<file path="config.mk">
export PLATFORM = sky130hd
export DESIGN_NAME = ibs_search
export DESIGN_NICKNAME = d
export VERILOG_FILES = /design/src/rtl/core/ibs_pkg.sv /design/src/rtl/core/ibs_search.sv
export SDC_FILE = /design/constraint.sdc
export NUM_CORES = 1
export LEC_CHECK = 0
export BUFFER_PORTS_ARGS = -buffer_cell sky130_fd_sc_hd__buf_2
export CORE_MARGIN = 10
export CORE_UTILIZATION = 64
export CTS_CLUSTER_SIZE = 8
export DETAILED_ROUTE_END_ITERATION = 16
export MAX_ROUTING_LAYER = met4
export PLACE_DENSITY_LB_ADDON = 0.15
export SLEW_MARGIN = 20
export SYNTH_ARGS = -nofsm -noshare
export SYNTH_HDL_FRONTEND = slang
export SYNTH_SLANG_ARGS = --single-unit
</file>
<file path="constraint.sdc">
create_clock -name i_clk -period 15 [get_ports i_clk]
set_input_delay 3.75 -clock i_clk [delete_from_list [all_inputs] [get_ports i_clk]]
set_output_delay 3.75 -clock i_clk [all_outputs]
set_load 0.01 [all_outputs]
</file>
<file path="src/rtl/core/ibs_pkg.sv">
package ibs_pkg;

    localparam logic OP_WRITE = 1'b0;
    localparam logic OP_QUERY = 1'b1;

endpackage

</file>
<file path="src/rtl/core/ibs_search.sv">
module ibs_search #(
    parameter int GRID_DEPTH  = 256,
    parameter int VALUE_WIDTH = 32
) (
    input  logic                                 i_clk,
    input  logic                                 i_rst_n,
    input  logic                                 i_cfg_we,
    input  logic [$clog2(GRID_DEPTH+1)-1:0]      i_cfg_size,
    input  logic                                 i_query,
    input  logic                                 i_restart,
    input  logic [VALUE_WIDTH-1:0]               i_x,
    output logic                                 o_idle,
    output logic [$clog2(GRID_DEPTH)-1:0]        o_raddr,
    input  logic [VALUE_WIDTH-1:0]               i_rdata,
    output logic                                 o_valid,
    input  logic                                 i_ready,
    output logic [$clog2(GRID_DEPTH+1)-1:0]      o_bin
);
    import ibs_pkg::*;

    localparam int IW = $clog2(GRID_DEPTH);
    localparam int SW = $clog2(GRID_DEPTH + 1);
    localparam int RESET_LAST = (GRID_DEPTH < 256) ? GRID_DEPTH - 1 : 255;

    localparam logic [2:0] S_IDLE = 3'd0;
    localparam logic [2:0] S_LO   = 3'd1;
    localparam logic [2:0] S_HI   = 3'd2;
    localparam logic [2:0] S_G0   = 3'd3;
    localparam logic [2:0] S_WALK = 3'd4;
    localparam logic [2:0] S_HOLD = 3'd5;

    logic [2:0]             r_state, n_state;
    logic [IW-1:0]          r_hint, n_hint;
    logic [IW-1:0]          r_last, n_last;
    logic [VALUE_WIDTH-1:0] r_x, r_lo, r_hi;
    logic [SW-1:0]          r_bin, n_bin;
    logic                   r_out_valid, n_out_valid;
    logic [SW-1:0]          r_out_bin, n_out_bin;
    logic [IW-1:0]          start_hint;
    logic                   out_free;
    logic                   finish;
    logic [SW-1:0]          fin_bin;

    assign out_free = !r_out_valid || i_ready;

    always_comb begin
        start_hint = i_restart ? IW'(1) : r_hint;
        if (start_hint > r_last) begin
            start_hint = r_last;
        end
        if (start_hint == '0) begin
            start_hint = IW'(1);
        end
    end

    always_comb begin
        if (i_cfg_size < SW'(2)) begin
            n_last = IW'(1);
        end else if (i_cfg_size > SW'(GRID_DEPTH)) begin
            n_last = IW'(GRID_DEPTH - 1);
        end else begin
            n_last = IW'(i_cfg_size - SW'(1));
        end
    end

    always_comb begin
        n_state     = r_state;
        n_hint      = r_hint;
        n_bin       = r_bin;
        o_raddr     = r_hint;
        finish      = 1'b0;
        fin_bin     = r_bin;
        unique case (r_state)
            S_IDLE: begin
                if (i_query) begin
                    n_hint  = start_hint;
                    o_raddr = start_hint - IW'(1);
                    n_state = S_LO;
                end
            end
            S_LO: begin
                o_raddr = r_last;
                n_state = S_HI;
            end
            S_HI: begin
                o_raddr = '0;
                n_state = S_G0;
            end
            S_G0: begin
                if (($signed(r_x) < $signed(r_lo)) || ($signed(r_x) > $signed(r_hi))) begin
                    finish  = 1'b1;
                    fin_bin = '0;
                end else if (r_x == i_rdata) begin
                    finish  = 1'b1;
                    fin_bin = SW'(2);
                end else begin
                    o_raddr = r_hint;
                    n_state = S_WALK;
                end
            end
            S_WALK: begin
                if ((r_hint < r_last) && ($signed(i_rdata) < $signed(r_x))) begin
                    n_hint  = r_hint + IW'(1);
                    o_raddr = r_hint + IW'(1);
                end else begin
                    finish  = 1'b1;
                    fin_bin = SW'(r_hint) + SW'(1);
                end
            end
            S_HOLD: begin
                if (out_free) begin
                    n_state = S_IDLE;
                end
            end
            default: begin
                n_state = S_IDLE;
            end
        endcase
        if (finish) begin
            n_bin   = fin_bin;
            n_state = out_free ? S_IDLE : S_HOLD;
        end
    end

    always_comb begin
        n_out_valid = r_out_valid && !i_ready;
        n_out_bin   = r_out_bin;
        if (finish && out_free) begin
            n_out_valid = 1'b1;
            n_out_bin   = fin_bin;
        end else if ((r_state == S_HOLD) && out_free) begin
            n_out_valid = 1'b1;
            n_out_bin   = r_bin;
        end
    end

    always_ff @(posedge i_clk) begin
        if (!i_rst_n) begin
            r_state     <= S_IDLE;
            r_hint      <= IW'(1);
            r_last      <= IW'(RESET_LAST);
            r_out_valid <= 1'b0;
        end else begin
            r_state     <= n_state;
            r_hint      <= n_hint;
            r_out_valid <= n_out_valid;
            if (i_cfg_we) begin
                r_last <= n_last;
            end
        end
    end

    always_ff @(posedge i_clk) begin
        r_bin     <= n_bin;
        r_out_bin <= n_out_bin;
        if ((r_state == S_IDLE) && i_query) begin
            r_x <= i_x;
        end
        if (r_state == S_LO) begin
            r_lo <= i_rdata;
        end
        if (r_state == S_HI) begin
            r_hi <= i_rdata;
        end
    end

    assign o_idle  = (r_state == S_IDLE);
    assign o_valid = r_out_valid;
    assign o_bin   = r_out_bin;

endmodule

</file>
==> reports/qor.yml <==
grtUsageTotal_pct: 25.4
area_growth_pct: 15.3
ys.flop_type: "edfxtp_1"
port-buffer-count: 97
tightest_slew_ns: 0.936
die_x_um: 134
finalHoldWorstSlack_ns: 0.558
placementRows: 41
pwr-share-comb_pct: 15.1
power_report.internal_total_mw: 0.771
ys_warn_count: 0
status: "complete, no violations"
critPathSlowestCell: "or3b_2"
antenna_found_initial: 0
end_kind: "output pin"
die_y_um: 134
critPathBufInv: 3
cp.arrival_ns: 7.40
seqPwrFrac_pct: 42.4
h-tree-depth: 4
antenna_cells: 0
fin_ws_ns: 3.85
vdd_ir_drop_max_mv: 0.0862
max-clock-path-buffers: 2
initialDrtViolationCount: 571
viasPerCell: 6.21
sw_frac_of_total_pct: 26.8
start_util_pct: 65.9
yosysUniqueCellTypes: 60
tns_ns: 0
syn_avg_cell_area_um2: 10.4
grt_setup_unrepaired: "no"
synth-seq-area-share_pct: 45.6
grt_pass1_vias: 7103
worstHoldStart: "r_bin[6]$_DFFE_PP_"
path_delay_family: "simple AND/OR/NAND/NOR gates"
clkTransAtPathRegs_ns: 0.06
hold_path_class: "flip-flop to flip-flop"
min_period_ns: 11.15
clock_sinks: 134
finClkSkew_ns: 0.0120
routedWlPerCell_um: 20.5
clockPowerShare_pct: 42.5
finalSetupViolations: 0
cellPowerDensity_nw_per_um2: 109
vias: 6779
async_flop_share_pct: 0
cts_root_buf: "clkbuf_16"
dp_hpwl_um: 16400
io_pins: 98
cts_resized: 0
required_ns: 11.25
grt_start_max_net_pins: 45
gp_congestion: 1.02
synth_edf_count: 114
max_freq_ghz: 0.0897
drive_gt1_share_pct: 16.3
grt_pass1_wl_um: 35400
synth_area_leaders: "edfxtp_1 41%, ha_1 17%, inv_1 5.2%"
dr.pass1.iters: 7
drv_slew: 0
yosysTopAreaCell: "edfxtp_1"
slowest_delay_ns: 0.48
numCtsBuffers: 17
insertion_delay_ns: 0.43
syn-num-nets: 999
reg2reg_from: "r_x[6]$_DFFE_PP_"
hold_buffers: 0
slew_headroom_pct: 37.6
crit_fanout: 18
synth_cells: 807
ys_ff_latch: 134
cts_tree: "built"
post_cts_buffers: 0
syn_area_um2: 8380
n_fill_cell: 889
core_area_um2: 12700
synth.most_common_cell: "inv_1"
leakage_nw: 4.39
totalWireLength_um: 22300
place_ws_ns: 3.91
crit_start: "i_restart"
path_class: "input pin to output pin"
start_kind: "input pin"
postRouteAntennaNets: 0
synth_top_area_share_pct: 40.8
dieArea_um2: 18100
hold_violations: 0
timing.final.crit_share_pct: 74.4
synth_commonest_cells: "115 x inv_1, 114 x edfxtp_1, 113 x ha_1"
cap_violations: 0
crit_top_cell: "a21oi_1"
crit_path_cell_trace: "buf_2, nor2b_1, ha_1, nor2b_1, o21a_1, o21a_1, o21bai_1, a21oi_1, buf_4, mux2i_1, ha_1, or3b_2, nor3_1, xnor2_1, mux2i_1, a21oi_1, a21oi_1, a2bb2oi_1, buf_2"
power.switching_mw: 0.283
grt-ovfl-total: 0
final_nets: 1098
drc: 0
final timing paths:
path	cells after the start	end	slack, ns
worst max-delay path	19	o_raddr[6]	3.85
worst min-delay path	1	r_bin[6]$_DFFE_PP_	0.56
worst max register to register	11	o_bin[2]$_DFFE_PP_	10.79
worst min register to register	1	r_bin[6]$_DFFE_PP_	0.56
final cells by class:
class	count	area, um^2	share of cell area (%)
clock inverter	15	201	2.08
clock buffer	17	425	4.40
timing repair buffer	101	515	5.33
multi-input combinational	537	4060	41.9
tap	172	215	2.23
sequential	134	3820	39.5
inverter	115	432	4.46
registers in the layout, indices dropped and copies added (netlist names):
name     flops
o_bin        9
r_hi        32
o_valid      1
r_hint       8
r_state      3
r_bin        9
r_lo        32
r_last       8
r_x         32
cells in the final DEF, fill, tap and decap left out, types with 16 or more instances in the layout:
master | netlist | layout
clkbuf_16 | 0 | 17
a21oi_1 | 73 | 73
inv_1 | 115 | 114
dfxtp_1 | 20 | 20
edfxtp_1 | 114 | 114
nor2_1 | 43 | 41
o21ai_0 | 31 | 31
nand4_1 | 22 | 22
ha_1 | 113 | 113
nand2_1 | 43 | 43
a21o_1 | 17 | 17
nor3_1 | 16 | 16
buf_2 | 4 | 97
power by group through the flow:
stage | logic [mW] | registers (mW) | clock network [mW]
final | 0.160 | 0.447 | 0.448
after global routing | 0.178 | 0.449 | 0.463
after CTS | 0.158 | 0.446 | 0.447
after detailed placement | 0.155 | 0.453 | 0
after global placement | 0.146 | 0.453 | 0
after floorplan | 0.103 | 0.447 | 0
through the flow:
| stage | utilization [%] | power, mW | std cells | cell area [um^2] |
|---|---|---|---|---|
| floorplan | - | 0.550 | 807 | 8380 |
| global placement | 71.0 | 0.598 | 1059 | 9030 |
| detailed placement | 71.0 | 0.609 | 1059 | 9030 |
| CTS | 75.9 | 1.05 | 1091 | 9660 |
| global route | 76.0 | 1.09 | 1091 | 9670 |
| finish | 76.0 | 1.05 | 1091 | 9670 |
layer usage:
layer	GRT usage, %	wire, um	vias to the layer above
met4	9.98	605	0
met2	44.4	11600	290
met5	-	0	-
li1	-	-	3160
met3	4.71	1330	55
met1	28.1	8810	3274
worst reg2reg max path, cell delays in order, from the launching register on:
cell and delay, ns:
edfxtp_1 0.45, inv_1 0.14, ha_1 0.28, nand3_1 0.11, nand3_1 0.11, a221o_1 0.38
o31ai_1 0.33, nand4_1 0.20, a21oi_2 0.69, nor2_1 0.29, nor2_1 0.48, a21oi_1 0.41
logic make-up (layout without fill, tap and decap cells):
| logic type | after synthesis | in the layout | synth area share, % |
|---|---|---|---|
| adder cells (fa/ha/maj) | 113 | 113 | 16.9 |
| XOR/XNOR | 22 | 22 | 2.30 |
| AND/OR/NAND/NOR | 183 | 183 | 10.8 |
| multiplexers | 18 | 18 | 2.24 |
| AO/OA/AOI/OAI | 201 | 201 | 16.1 |
| buffers and inverters | 136 | 248 | 6.15 |
| flip-flops | 134 | 134 | 45.6 |
(Power assumes the default switching activity.)
